--- config.mk ---
export PLATFORM = sky130hd
export DESIGN_NAME = modbus_write_register_framer_core
export DESIGN_NICKNAME = d
export VERILOG_FILES = /design/src/sv/mbwr_pkg.sv /design/src/sv/modbus_write_register_framer_core.sv
export SDC_FILE = /design/constraint.sdc
export NUM_CORES = 1
export LEC_CHECK = 0
export BUFFER_PORTS_ARGS = -buffer_cell sky130_fd_sc_hd__buf_2
export CAP_MARGIN = 20
export CORE_MARGIN = 8
export CORE_UTILIZATION = 34
export CTS_BUF_LIST = sky130_fd_sc_hd__clkbuf_4 sky130_fd_sc_hd__clkbuf_8 sky130_fd_sc_hd__clkbuf_16
export DETAILED_ROUTE_END_ITERATION = 16
export HOLD_SLACK_MARGIN = 0.06
export PLACE_DENSITY = 0.58
export SETUP_SLACK_MARGIN = 0.05
export SYNTH_ARGS = -nofsm -noshare
export SYNTH_HDL_FRONTEND = slang
export SYNTH_SLANG_ARGS = --single-unit
--- constraint.sdc ---
create_clock -name i_clk -period 4.2 [get_ports i_clk]
set_input_delay 0.21 -clock i_clk [delete_from_list [all_inputs] [get_ports i_clk]]
set_output_delay 0.21 -clock i_clk [all_outputs]
set_load 0.01 [all_outputs]
--- src/sv/mbwr_pkg.sv ---
package mbwr_pkg;

    // Input item: one write-single-register request
    typedef struct packed {
        logic [7:0] slave_address;
        logic [7:0] command_value;
    } t_req;

    // Result item: one byte of the request frame
    typedef struct packed {
        logic [7:0] frame_byte;
        logic       last_byte;
    } t_rsp;

    // Frame byte positions, transmit order
    localparam logic [2:0] POS_ADDR    = 3'd0;
    localparam logic [2:0] POS_FUNC    = 3'd1;
    localparam logic [2:0] POS_REG_HI  = 3'd2;
    localparam logic [2:0] POS_REG_LO  = 3'd3;
    localparam logic [2:0] POS_VAL_HI  = 3'd4;
    localparam logic [2:0] POS_VAL_LO  = 3'd5;
    localparam logic [2:0] POS_CRC_LO  = 3'd6;
    localparam logic [2:0] POS_CRC_HI  = 3'd7;

    // Fixed frame contents
    localparam logic [7:0]  FUNC_WRITE_SINGLE = 8'h06;
    localparam logic [7:0]  REG_ADDR_HI       = 8'h00;
    localparam logic [7:0]  REG_ADDR_LO       = 8'h01;
    localparam logic [7:0]  VALUE_HI          = 8'h00;
    localparam logic [15:0] CRC_INIT          = 16'hFFFF;
    localparam logic [15:0] CRC_POLY          = 16'hA001;

    // Modbus CRC-16, one byte folded in (reflected, eight shift steps)
    function automatic logic [15:0] crc_byte(input logic [15:0] crc, input logic [7:0] data);
        logic [15:0] acc;
        acc = crc ^ {8'h00, data};
        for (int b = 0; b < 8; b++) begin
            if (acc[0]) begin
                acc = (acc >> 1) ^ CRC_POLY;
            end else begin
                acc = acc >> 1;
            end
        end
        return acc;
    endfunction

endpackage

--- src/sv/modbus_write_register_framer_core.sv ---
// Modbus RTU write-single-register (function 06) request framer. Each accepted
// item (slave address, command value) gives eight result items, one frame byte
// each: address, 0x06, 0x00, 0x01, 0x00, command, CRC low, CRC high, with
// last_byte set on the CRC high byte. One byte leaves per cycle while the output
// is ready, from the byte emitter that walks the frame and folds each body byte
// into the CRC register. A one-item input buffer takes the next
// request while the current frame is going out, so frames follow with no gap.
module modbus_write_register_framer_core (
    input  logic            i_clk,
    input  logic            i_rst_n,
    input  logic            i_in_valid,
    output logic            o_in_ready,
    input  mbwr_pkg::t_req  i_in_item,
    output logic            o_out_valid,
    input  logic            i_out_ready,
    output mbwr_pkg::t_rsp  o_out_item
);

    logic            r_in_vld;
    mbwr_pkg::t_req  r_in;
    logic            r_busy;
    logic [2:0]      r_cnt;
    mbwr_pkg::t_req  r_cur;
    logic [15:0]     r_crc;
    logic            r_out_vld;
    mbwr_pkg::t_rsp  r_out;

    logic            advance;
    logic            is_last;
    logic            load;
    logic [7:0]      cur_byte;
    logic [15:0]     n_crc;

    // Emitter handshake
    assign advance    = r_busy && (!r_out_vld || i_out_ready);
    assign is_last    = (r_cnt == mbwr_pkg::POS_CRC_HI);
    assign load       = r_in_vld && (!r_busy || (advance && is_last));
    assign o_in_ready = !r_in_vld || load;

    // Select the frame byte at the current position
    always_comb begin
        case (r_cnt)
            mbwr_pkg::POS_ADDR:   cur_byte = r_cur.slave_address;
            mbwr_pkg::POS_FUNC:   cur_byte = mbwr_pkg::FUNC_WRITE_SINGLE;
            mbwr_pkg::POS_REG_HI: cur_byte = mbwr_pkg::REG_ADDR_HI;
            mbwr_pkg::POS_REG_LO: cur_byte = mbwr_pkg::REG_ADDR_LO;
            mbwr_pkg::POS_VAL_HI: cur_byte = mbwr_pkg::VALUE_HI;
            mbwr_pkg::POS_VAL_LO: cur_byte = r_cur.command_value;
            mbwr_pkg::POS_CRC_LO: cur_byte = r_crc[7:0];
            mbwr_pkg::POS_CRC_HI: cur_byte = r_crc[15:8];
            default:              cur_byte = 8'h00;
        endcase
    end

    // CRC covers the six body bytes only
    assign n_crc = mbwr_pkg::crc_byte(r_crc, cur_byte);

    // Input buffer
    always_ff @(posedge i_clk) begin
        if (!i_rst_n) begin
            r_in_vld <= 1'b0;
        end else if (i_in_valid && o_in_ready) begin
            r_in_vld <= 1'b1;
        end else if (load) begin
            r_in_vld <= 1'b0;
        end
    end

    always_ff @(posedge i_clk) begin
        if (i_in_valid && o_in_ready) begin
            r_in <= i_in_item;
        end
    end

    // Byte emitter control
    always_ff @(posedge i_clk) begin
        if (!i_rst_n) begin
            r_busy <= 1'b0;
            r_cnt  <= mbwr_pkg::POS_ADDR;
        end else if (load) begin
            r_busy <= 1'b1;
            r_cnt  <= mbwr_pkg::POS_ADDR;
        end else if (advance) begin
            r_busy <= !is_last;
            r_cnt  <= r_cnt + 3'd1;
        end
    end

    // Emitter payload and running CRC
    always_ff @(posedge i_clk) begin
        if (load) begin
            r_cur <= r_in;
            r_crc <= mbwr_pkg::CRC_INIT;
        end else if (advance && (r_cnt < mbwr_pkg::POS_CRC_LO)) begin
            r_crc <= n_crc;
        end
    end

    // Output register
    always_ff @(posedge i_clk) begin
        if (!i_rst_n) begin
            r_out_vld <= 1'b0;
        end else if (advance) begin
            r_out_vld <= 1'b1;
        end else if (i_out_ready) begin
            r_out_vld <= 1'b0;
        end
    end

    always_ff @(posedge i_clk) begin
        if (advance) begin
            r_out.frame_byte <= cur_byte;
            r_out.last_byte  <= is_last;
        end
    end

    assign o_out_valid = r_out_vld;
    assign o_out_item  = r_out;

endmodule
* After elaboration in Yosys (flattened, before gate mapping)
Index checks and enable logic that the tools add are counted.
Storage, ports and cells: register bits after elaboration 63, input bits 20, output and inout bits 11, logic and storage cells 63
Operators by class: add/sub/neg operators 1, order comparisons 1, equal/unequal tests 7, multiplexer cells 15, bitwise logic cells 10, reductions and logical operators 18
Operators by type and width (count):
- $mux W16 | 8
- $pmux W8 S7 | 1
- $not A2 Y3 | 8
- $xor A16 B8 Y16 | 1
- $eq A3 B3 Y1 const B | 4
- $eq A3 B2 Y1 const B | 2
- $mux W1 | 6
- $reduce_bool A2 Y1 | 3
- $logic_and A1 B1 Y1 | 5
- $logic_not A1 Y1 | 4
- $reduce_or A2 Y1 | 2
- $add A3 B1 Y3 const B | 1
- $eq A3 B1 Y1 const B | 1
- $logic_not A3 Y1 | 1
- $logic_or A1 B1 Y1 | 3
- $lt A3 B3 Y1 const B | 1
- $not A1 Y1 | 1

* Longest topological paths before layout
Gate-level depths: netlist of the first run.
word-level depth 20, gate-level depth with buffers 13, mapped depth without buffers 10

* Least setup slack after synthesis of the first run
Ideal clock, no wire load.
path kind register to register, start register r_cnt[2], end register r_crc[14], setup time 63 ps, data arrival time 3061 ps, required time 4137 ps, path slack 1076 ps, stages on the path, launching flop included 13, buffers on the path 2, period minus slack after synthesis 3124 ps, cells stage by stage dfxtp_1 > buf_2 > inv_1 > ha_1 > or2_4 > or3_1 > buf_6 > mux2_4 > o21a_1 > xnor2_2 > xnor3_2 > or3_1 > nand3_1
On the way: cells in the longest elaborated chain, start to end 13, elaborated cells between the ends (all ways) 30, those cells by class 1 x order compare; 7 x eq/ne; 9 x mux; 7 x bitwise; 6 x reduce/logical
RTL lines:
- start, declared | line modbus_write_register_framer_core.sv:22 | logic [2:0] r_cnt;
- start signal, assigned | line modbus_write_register_framer_core.sv:79 | r_cnt <= mbwr_pkg::POS_ADDR;
- start signal, assigned | line modbus_write_register_framer_core.sv:82 | r_cnt <= mbwr_pkg::POS_ADDR;
- start signal, assigned | line modbus_write_register_framer_core.sv:85 | r_cnt <= r_cnt + 3'd1;
- $eq A3 B3 Y1 or $eq A3 B2 Y1 (tied branches) | line modbus_write_register_framer_core.sv:42 | case (r_cnt)
- $reduce_or A2 Y1 (no source line)
- $pmux W8 S7 | line modbus_write_register_framer_core.sv:42
- $xor A16 B8 Y16 | line mbwr_pkg.sv:36 | acc = crc ^ {8'h00, data};
- $mux W16 or $not A2 Y3 (tied branches) (5 in series)
- $not A2 Y3 (no source line) or $mux W16 (tied branches)
- $mux W16 (3 in series) | line mbwr_pkg.sv:38 | if (acc[0]) begin
- end signal, assigned | line modbus_write_register_framer_core.sv:93 | r_crc <= mbwr_pkg::CRC_INIT;
- end signal, assigned | line modbus_write_register_framer_core.sv:95 | r_crc <= n_crc;
- end, declared | line modbus_write_register_framer_core.sv:24 | logic [15:0] r_crc;
Several ways; a longest one is shown, not always the timed one. A chain may end at the register's enable or synchronous reset.

* Final worst setup path of the first run
Ends and elaborated chain as after synthesis.

==> results_tabular.tex, run 1 <==
\begin{tabular}{lr}
\hline
Metric & Value \\
\hline
\multicolumn{2}{l}{\textbf{Run status}} \\
Run status & finished, final reports clean \\
\multicolumn{2}{l}{\textbf{Detailed routing}} \\
Vias & 1,872 \\
1st-pass router iterations & 5 \\
Final routed wire length divided by cell count & 14.5 um \\
Final wirelength & 5630 um \\
Number of vias per cell after detailed routing & 4.81 \\
Drt first-iter violations & 187 \\
Number of routed nets with antenna violations & 0 \\
DRC Markers & 0 \\
\multicolumn{2}{l}{\textbf{Pwr}} \\
Cell Int Power & roughly 0.0012 W \\
Relative contribution of the clock network to total power & 29.2\% \\
Sw Pwr & around 0.0005 W \\
Standby leakage power & $\sim$1.3 nW \\
Reg power frac & 47.5\% \\
Highest ir drop seen on vdd & 0.000177 V \\
Switching share of power & 29.2\% \\
Power density cells & 509 nW/um2 \\
Share of total power in combinational logic & between 20\% and 30\% \\
\multicolumn{2}{l}{\textbf{Synth}} \\
Most used flip-flop cell after synthesis & sky130\_fd\_sc\_hd\_\_edfxtp\_1 \\
Synth top area cells & sky130\_fd\_sc\_hd\_\_edfxtp\_1 45\%, sky130\_fd\_sc\_hd\_\_dfxtp\_1 16\%, sky130\_fd\_sc\_hd\_\_a21oi\_1 3.3\% \\
Yosys warning count & 0 \\
Share of Yosys cell area claimed by the top area cell type & 44.5\% \\
Mean instance size in the synthesized netlist & between 10 and 15 um2 \\
Cell count after synthesis & about 230 \\
Synthesized cell area & 2760 um2 \\
Number of distinct library cell variants in the gate-level netlist after synthesis & 43 \\
Sequential-to-total area share from yosys stat & 60.5\% \\
Ys async rst share & 0\% \\
Seq cells post-synth & 63 \\
Cell accounting for the most synthesized area & sky130\_fd\_sc\_hd\_\_edfxtp\_1 \\
Syn\_nets & around 260 \\
Post-synth EDFFs & 41 \\
\multicolumn{2}{l}{\textbf{Layout}} \\
Final instance count without filler cells & 389 \\
Number of nets in the layout & 305 \\
Share of post-route cells with drive strength above 1 & roughly 18\% \\
Count of fill cells added during filler insertion & 764 \\
Signed area change from the synthesized netlist to the final layout & 21.1\% \\
Antenna diode count & 0 \\
\multicolumn{2}{l}{\textbf{Clock network}} \\
Buffer type at the clock tree root & sky130\_fd\_sc\_hd\_\_clkbuf\_8 \\
Number of H-tree branching levels & 3 \\
Clock edge transition at the registers on the reported setup and hold paths & $\sim$0.070 ns \\
Number of clock sinks & between 60 and 70 \\
Number of buffers inserted during clock tree synthesis & 9 \\
CTS tree & done \\
Number of buffers inserted by post-CTS setup repair & 0 \\
Clk Latency, worst-skew pair & between 0.3 and 0.4 ns \\
Maximum clock insertion buffer count & 2 \\
\multicolumn{2}{l}{\textbf{STA}} \\
Slew at the pin closest to its max-slew limit & 0.945 ns \\
Setup violators final & 0 \\
Largest clock skew in the final design & 0.00543 ns \\
Final Slew Violations & 0 \\
Final Cycle Share & 89.1\% \\
Total negative slack & 0 ns \\
Worst slew margin relative to its limit & approximately 37\% \\
Peak Freq & between 200 and 300 MHz \\
Time the final worst path needs with I/O delays and setup & 3.74 ns \\
Final Hold Vio Count & 0 \\
Unrepaired setup endpoints after global routing & false \\
\multicolumn{2}{l}{\textbf{Worst setup path}} \\
Worst Setup Start Kind & flop \\
Type of destination of the critical path & flop \\
Required time at the worst-slack endpoint & about 4.5 ns \\
Type of the worst setup path & flop to flop \\
Data arrival time at the worst-slack endpoint & between 4 and 5 ns \\
Crit-path max FO & 24 \\
\multicolumn{2}{l}{\textbf{Job}} \\
Reported max-cap violation count & 0 \\
\multicolumn{2}{l}{\textbf{Floorplan}} \\
Ports & 31 \\
Area of the core & 8050 um2 \\
\# rows & 33 \\
Area enclosed by the die boundary & around 11,000 um2 \\
Horizontal extent of the die & 106 um \\
Initial cell density of the core & 34.3\% \\
Die span in y & approximately 110 um \\
\multicolumn{2}{l}{\textbf{Global route}} \\
GRT Resource Usage Total & between 10\% and 20\% \\
Number of antenna violations at the first check in global routing & 0 \\
First-pass GRT wire length & 9610 um \\
Total congestion overflow after global routing & 0 \\
Pin count of the biggest net entering global routing & 25 \\
Vias in the first global route & 1,941 \\
\multicolumn{2}{l}{\textbf{Placed design}} \\
Port Buffers & 30 \\
Post-Place Cells & 357 \\
Final RePlAce weighted congestion & 0.910 \\
DPL Wire Length & 4040 um \\
\multicolumn{2}{l}{\textbf{Worst hold path}} \\
Worst min path class & input pin to flop \\
\hline
\end{tabular}
[path summary, 6_finish.rpt]
kind,start,endpoint,slack (ns),depth (start not counted)
worst max-delay path,r_cnt[2],r_crc[14],0.46,10
worst min-delay path,i_in_valid,r_in_vld,0.12,3
worst max register to register,r_cnt[2],r_crc[14],0.46,10
worst min register to register,r_in[4],r_cur[4],0.42,0
[layout make-up]
class	count	area, um2	share of cell area [%]
timing repair buffer	46	310	9.27
clock inverter	7	63.8	1.91
inverter	9	33.8	1.01
sequential	63	1670	49.9
tap	105	131	3.93
multi-input combinational	150	1010	30.2
clock buffer	9	124	3.70
[placed cells by master (no fill, tap or decap), types with 3 or more instances in the layout]
cell type,netlist,final
sky130_fd_sc_hd__o21a_1,3,3
sky130_fd_sc_hd__o21ai_0,4,4
sky130_fd_sc_hd__nand2b_1,4,4
sky130_fd_sc_hd__dfxtp_1,22,22
sky130_fd_sc_hd__clkbuf_8,0,9
sky130_fd_sc_hd__buf_2,1,30
sky130_fd_sc_hd__edfxtp_1,41,41
sky130_fd_sc_hd__o211ai_1,8,8
sky130_fd_sc_hd__ha_1,6,6
sky130_fd_sc_hd__nand3_1,7,7
sky130_fd_sc_hd__a32oi_1,3,3
sky130_fd_sc_hd__a21oi_1,18,18
sky130_fd_sc_hd__a22oi_1,4,4
sky130_fd_sc_hd__dlygate4sd3_1,0,16
sky130_fd_sc_hd__xnor2_1,10,10
sky130_fd_sc_hd__nand2_1,24,24
sky130_fd_sc_hd__nor2b_1,3,3
sky130_fd_sc_hd__nor2_1,16,16
sky130_fd_sc_hd__inv_1,9,9
sky130_fd_sc_hd__o2bb2ai_1,5,5
sky130_fd_sc_hd__and2_1,4,4
[per-layer routing]
| metal | up-vias | part of all wire, % | track usage [%] |
|---|---|---|---|
| met5 | - | 0 | 0 |
| met4 | 0 | 2.3 | 6.53 |
| met3 | 11 | 6.4 | 2.96 |
| met2 | 54 | 43 | 16.0 |
| met1 | 863 | 48 | 13.9 |
| li1 | 944 | - | - |
[power groups by stage]
stage	clock network, W	registers [W]	logic (W)
floorplan	0	0.000801	0.000311
global placement	0	0.000821	0.000375
detailed placement	0	0.000821	0.000382
CTS	0.000513	0.000808	0.000397
global route	0.000543	0.000819	0.000440
finish	0.000499	0.000810	0.000396
[cells in the mapped netlist, types with 2 or more instances]
cell type                   count
sky130_fd_sc_hd__xnor2_1       10
sky130_fd_sc_hd__inv_1          9
sky130_fd_sc_hd__o21ai_1        2
sky130_fd_sc_hd__o2bb2ai_1      5
sky130_fd_sc_hd__dfxtp_1       22
sky130_fd_sc_hd__and2_1         4
sky130_fd_sc_hd__or3_1          2
sky130_fd_sc_hd__o21ai_0        4
sky130_fd_sc_hd__a221oi_1       2
sky130_fd_sc_hd__nor2b_1        3
sky130_fd_sc_hd__clkbuf_1       6
sky130_fd_sc_hd__o211ai_1       8
sky130_fd_sc_hd__nor4_1         2
sky130_fd_sc_hd__nor2_1        16
sky130_fd_sc_hd__edfxtp_1      41
sky130_fd_sc_hd__a32oi_1        3
sky130_fd_sc_hd__o21a_1         3
sky130_fd_sc_hd__a32o_1         2
sky130_fd_sc_hd__nand2_1       24
sky130_fd_sc_hd__mux2_4         2
sky130_fd_sc_hd__ha_1           6
sky130_fd_sc_hd__nand3_1        7
sky130_fd_sc_hd__buf_6          2
sky130_fd_sc_hd__o21bai_1       2
sky130_fd_sc_hd__a211oi_1       2
sky130_fd_sc_hd__a31oi_1        2
sky130_fd_sc_hd__nand2b_1       4
sky130_fd_sc_hd__a21oi_1       18
sky130_fd_sc_hd__a22oi_1        4
[cell families (layout without fill, tap and decap cells)]
logic type | after synthesis | after routing | synth area share (%)
AND/OR/NAND/NOR | 64 | 64 | 10.6
flip-flops | 63 | 63 | 60.5
AO/OA/AOI/OAI | 62 | 62 | 15.4
buffers and inverters | 18 | 71 | 3.03
XOR/XNOR | 14 | 14 | 5.52
adder cells (fa/ha/maj) | 6 | 6 | 2.72
multiplexers | 4 | 4 | 2.26
[registers in the layout, summed over array words and instances, names as in the netlist]
| signal | cells |
|---|---|
| o_out_valid | 1 |
| r_in | 16 |
| r_cnt | 3 |
| o_out_item | 9 |
| r_busy | 1 |
| r_crc | 16 |
| r_in_vld | 1 |
| r_cur | 16 |
[timing repair]
action	in CTS	in global routing
resized for setup	0	0
endpoints found under the hold margin	16	0
hold buffers	16	0
[worst max-delay path, stage by stage, from the launching register on]
cell and delay [ns]:
sky130_fd_sc_hd__dfxtp_1 0.60, sky130_fd_sc_hd__inv_1 0.14, sky130_fd_sc_hd__ha_1 0.26, sky130_fd_sc_hd__or2_4 0.26, sky130_fd_sc_hd__or3_1 0.66, sky130_fd_sc_hd__mux2_4 0.42
sky130_fd_sc_hd__o21a_1 0.22, sky130_fd_sc_hd__xnor2_2 0.18, sky130_fd_sc_hd__xnor3_2 0.50, sky130_fd_sc_hd__or3_1 0.37, sky130_fd_sc_hd__nand3_1 0.08
[through the flow]
| stage | setup slack, ns | utilization, % | total power [W] | instance area [um2] | hold slack [ns] |
|---|---|---|---|---|---|
| 5_1_grt | 0.265 | 41.6 | 0.00180 | 3350 | 0.135 |
| 3_3_place_gp | 0.634 | 37.2 | 0.00120 | 3000 | 0.388 |
| 2_1_floorplan | 1.08 | - | 0.00111 | 2760 | 0.309 |
| 3_5_place_dp | 0.527 | 37.2 | 0.00120 | 3000 | 0.388 |
| 6_report | 0.459 | 41.6 | 0.00170 | 3350 | 0.119 |
| 4_1_cts | 0.510 | 41.6 | 0.00172 | 3350 | 0.104 |
(Power assumes the default switching activity.)
==> run 2: changes to the inputs <==
- PLACE_DENSITY: 0.58 -> not set
- PLACE_DENSITY_LB_ADDON: not set -> 0.12
==> run 2 against run 1 <==
Effect of this change: first-iteration DRC count down 43%; critical path depth unchanged; setup slack better by 0.036 ns; sequential power about the same; fmax up 0.98%; clock power up 17%; cell area up 0.90%; sequential share of layout area down 0.44 points; highest routed layer unchanged.
==> results_tabular.tex, run 2 (same netlist as run 1, synthesis figures left out) <==
\begin{tabular}{lr}
\hline
Metric & Value \\
\hline
\multicolumn{2}{l}{\textbf{Run status}} \\
Run status & finished, final reports clean \\
\multicolumn{2}{l}{\textbf{Global route}} \\
Met3 track demand over resource in global routing & 2.60\% (-0.36 points) \\
Number of antenna violations at the first check in global routing & 0 (unchanged) \\
Pin count of the biggest net entering global routing & 25 (unchanged) \\
Peak-usage layer in the global routing report & met2 \\
Total congestion overflow after global routing & 0 (unchanged) \\
GRT Resource Usage Total & 11.2\% (+0.31 points) \\
Met1 usage & 14.7\% (+0.74 points) \\
Vias in the first global route & 1,819 (-6.3\%) \\
First-pass GRT wire length & 9680 um (+0.72\%) \\
Grt met2 use & 16.4\% (+0.40 points) \\
\multicolumn{2}{l}{\textbf{STA}} \\
Final Cycle Share & 88.2\% (-0.87 points) \\
Final Hold Vio Count & 0 (unchanged) \\
Peak Freq & 270 MHz (+0.98\%) \\
Total negative slack & 0 ns (unchanged) \\
Setup violators final & 0 (unchanged) \\
Worst slew margin relative to its limit & 35.9\% (-1.2 points) \\
Largest clock skew in the final design & 0.00550 ns (+0.0000758 ns) \\
Final Slew Violations & 0 (unchanged) \\
Time the final worst path needs with I/O delays and setup & 3.70 ns (-0.0364 ns) \\
Worst hold slack & 0.116 ns (-0.00273 ns) \\
Slew at the pin closest to its max-slew limit & 0.962 ns (+0.0174 ns) \\
Unrepaired setup endpoints after global routing & false \\
\multicolumn{2}{l}{\textbf{Floorplan}} \\
Ports & 31 (unchanged) \\
Initial cell density of the core & 34.3\% (unchanged) \\
Horizontal extent of the die & 106 um (unchanged) \\
\# rows & 33 (unchanged) \\
Area enclosed by the die boundary & 11,300 um2 (unchanged) \\
Die span in y & 106 um (unchanged) \\
Area of the core & 8050 um2 (unchanged) \\
\multicolumn{2}{l}{\textbf{Detailed routing}} \\
Final routed wire length divided by cell count & 15.3 um (+6.0\%) \\
Final wirelength & 5970 um (+6.0\%) \\
Number of vias per cell after detailed routing & 4.79 (-0.48\%) \\
DRC Markers & 0 (unchanged) \\
Number of routed nets with antenna violations & 0 (unchanged) \\
1st-pass router iterations & 4 (-1) \\
Drt first-iter violations & 106 (-43\%) \\
Vias & 1,863 (-0.48\%) \\
\multicolumn{2}{l}{\textbf{Worst setup path}} \\
Data arrival time at the worst-slack endpoint & 3.99 ns (-0.03 ns) \\
Worst Setup Start Kind & flop \\
Crit-path max FO & 24 (unchanged) \\
Type of destination of the critical path & flop \\
Worst Reg2Reg Path Length in Cells & 10 (unchanged) \\
Required time at the worst-slack endpoint & 4.48 ns (about the same) \\
Type of the worst setup path & flop to flop \\
\multicolumn{2}{l}{\textbf{Layout}} \\
Count of fill cells added during filler insertion & 751 (-1.7\%) \\
Signed area change from the synthesized netlist to the final layout & 22.2\% \\
Most frequent cells in the layout & 41 x sky130\_fd\_sc\_hd\_\_edfxtp\_1, 30 x sky130\_fd\_sc\_hd\_\_buf\_2, 24 x sky130\_fd\_sc\_hd\_\_nand2\_1 \\
Number of nets in the layout & 305 (unchanged) \\
Antenna diode count & 0 (unchanged) \\
Commonest non-fill, non-tap cell in the layout & sky130\_fd\_sc\_hd\_\_edfxtp\_1 \\
Share of post-route cells with drive strength above 1 & 19.0\% (+0.70 points) \\
Largest regs & r\_crc: 16 flops, r\_cur: 16 flops, r\_in: 16 flops \\
\multicolumn{2}{l}{\textbf{Placed design}} \\
Port Buffers & 30 (unchanged) \\
DPL Wire Length & 4190 um (+3.8\%) \\
Final RePlAce weighted congestion & 0.873 (-4.1\%) \\
\multicolumn{2}{l}{\textbf{Pwr}} \\
Highest ir drop seen on vdd & 0.000203 V (+15\%) \\
Power density cells & 529 nW/um2 (+4.0\%) \\
Standby leakage power & 1.27 nW (+1.2\%) \\
\multicolumn{2}{l}{\textbf{Clock network}} \\
Number of H-tree branching levels & 3 (unchanged) \\
Clk Latency, worst-skew pair & 0.34 ns (about the same) \\
CTS tree & done \\
Buffer type at the clock tree root & sky130\_fd\_sc\_hd\_\_clkbuf\_8 \\
Maximum clock insertion buffer count & 2 (unchanged) \\
Resized Gates After CTS & 0 (unchanged) \\
Number of clock sinks & 63 (unchanged) \\
Number of buffers inserted during clock tree synthesis & 9 (unchanged) \\
Clock edge transition at the registers on the reported setup and hold paths & 0.07 ns (about the same) \\
\multicolumn{2}{l}{\textbf{Worst hold path}} \\
Worst min path class & input pin to flop \\
Number of cells on the worst hold path & 2 (-1) \\
\multicolumn{2}{l}{\textbf{Job}} \\
Reported max-cap violation count & 0 (unchanged) \\
\hline
\end{tabular}
run 2: cell types whose count changed in the layout (fill, tap and decap cells not counted):
cell / delta
sky130_fd_sc_hd__clkbuf_4: +1
sky130_fd_sc_hd__bufinv_16: +1
sky130_fd_sc_hd__clkinv_1: -2
run 2: worst paths after layout:
path                                from   endpoint  slack (ns)
worst max-delay path            r_cnt[2]  r_crc[14]        0.50
worst min register to register   r_in[4]   r_cur[4]        0.42
worst max register to register  r_cnt[2]  r_crc[14]        0.50
worst min-delay path             i_rst_n     r_busy        0.12
run 2: cell type report:
type / count / area, um2 / share of cell area [%]
Clock buffer: 10 / 131 / 3.89
Clock inverter: 6 / 86.3 / 2.56
Inverter: 9 / 33.8 / 1.00
Multi-Input combinational cell: 150 / 1010 / 30.0
Sequential cell: 63 / 1670 / 49.5
Tap cell: 105 / 131 / 3.89
Timing Repair Buffer: 46 / 310 / 9.19
run 2: what timing repair did:
| action | in CTS | in global routing |
|---|---|---|
| hold buffers | 16 | 0 |
| setup buffers | 0 | 0 |
| endpoints found under the hold margin | 16 | 0 |
run 2: worst max-delay path: stages, from the launching register on:
cell and delay (ns):
sky130_fd_sc_hd__dfxtp_1 0.60, sky130_fd_sc_hd__inv_1 0.13, sky130_fd_sc_hd__ha_1 0.25, sky130_fd_sc_hd__or2_4 0.25
sky130_fd_sc_hd__or3_1 0.65, sky130_fd_sc_hd__mux2_4 0.42, sky130_fd_sc_hd__o21a_1 0.22, sky130_fd_sc_hd__xnor2_2 0.17
sky130_fd_sc_hd__xnor3_2 0.50, sky130_fd_sc_hd__or3_1 0.37, sky130_fd_sc_hd__nand3_1 0.07
run 2: layer usage:
layer  vias to the layer above  part of all wire [%]
met5                         -                     0
met4                         0                   1.5
met3                         9                   5.5
met2                        56                    43
met1                       855                    50
li1                        943                     -
run 2: power by group:
part / internal [W] / switching [W]
clock: 0.000340 / 0.000244
sequential: 0.000744 / 0.0000662
combinational: 0.000194 / 0.000200
run 2: stage by stage:
| stage | setup WS (ns) | std cells | utilization (%) | area (um2) | total power, W |
|---|---|---|---|---|---|
| floorplan | 1.08 | 231 | - | 2760 | 0.00111 |
| finish | 0.495 | 389 | 41.9 | 3380 | 0.00179 |
| CTS | 0.551 | 389 | 41.9 | 3380 | 0.00181 |
| global route | 0.344 | 389 | 41.9 | 3380 | 0.00189 |
| global placement | 0.626 | 357 | 37.2 | 3000 | 0.00121 |
| detailed placement | 0.566 | 357 | 37.2 | 3000 | 0.00120 |
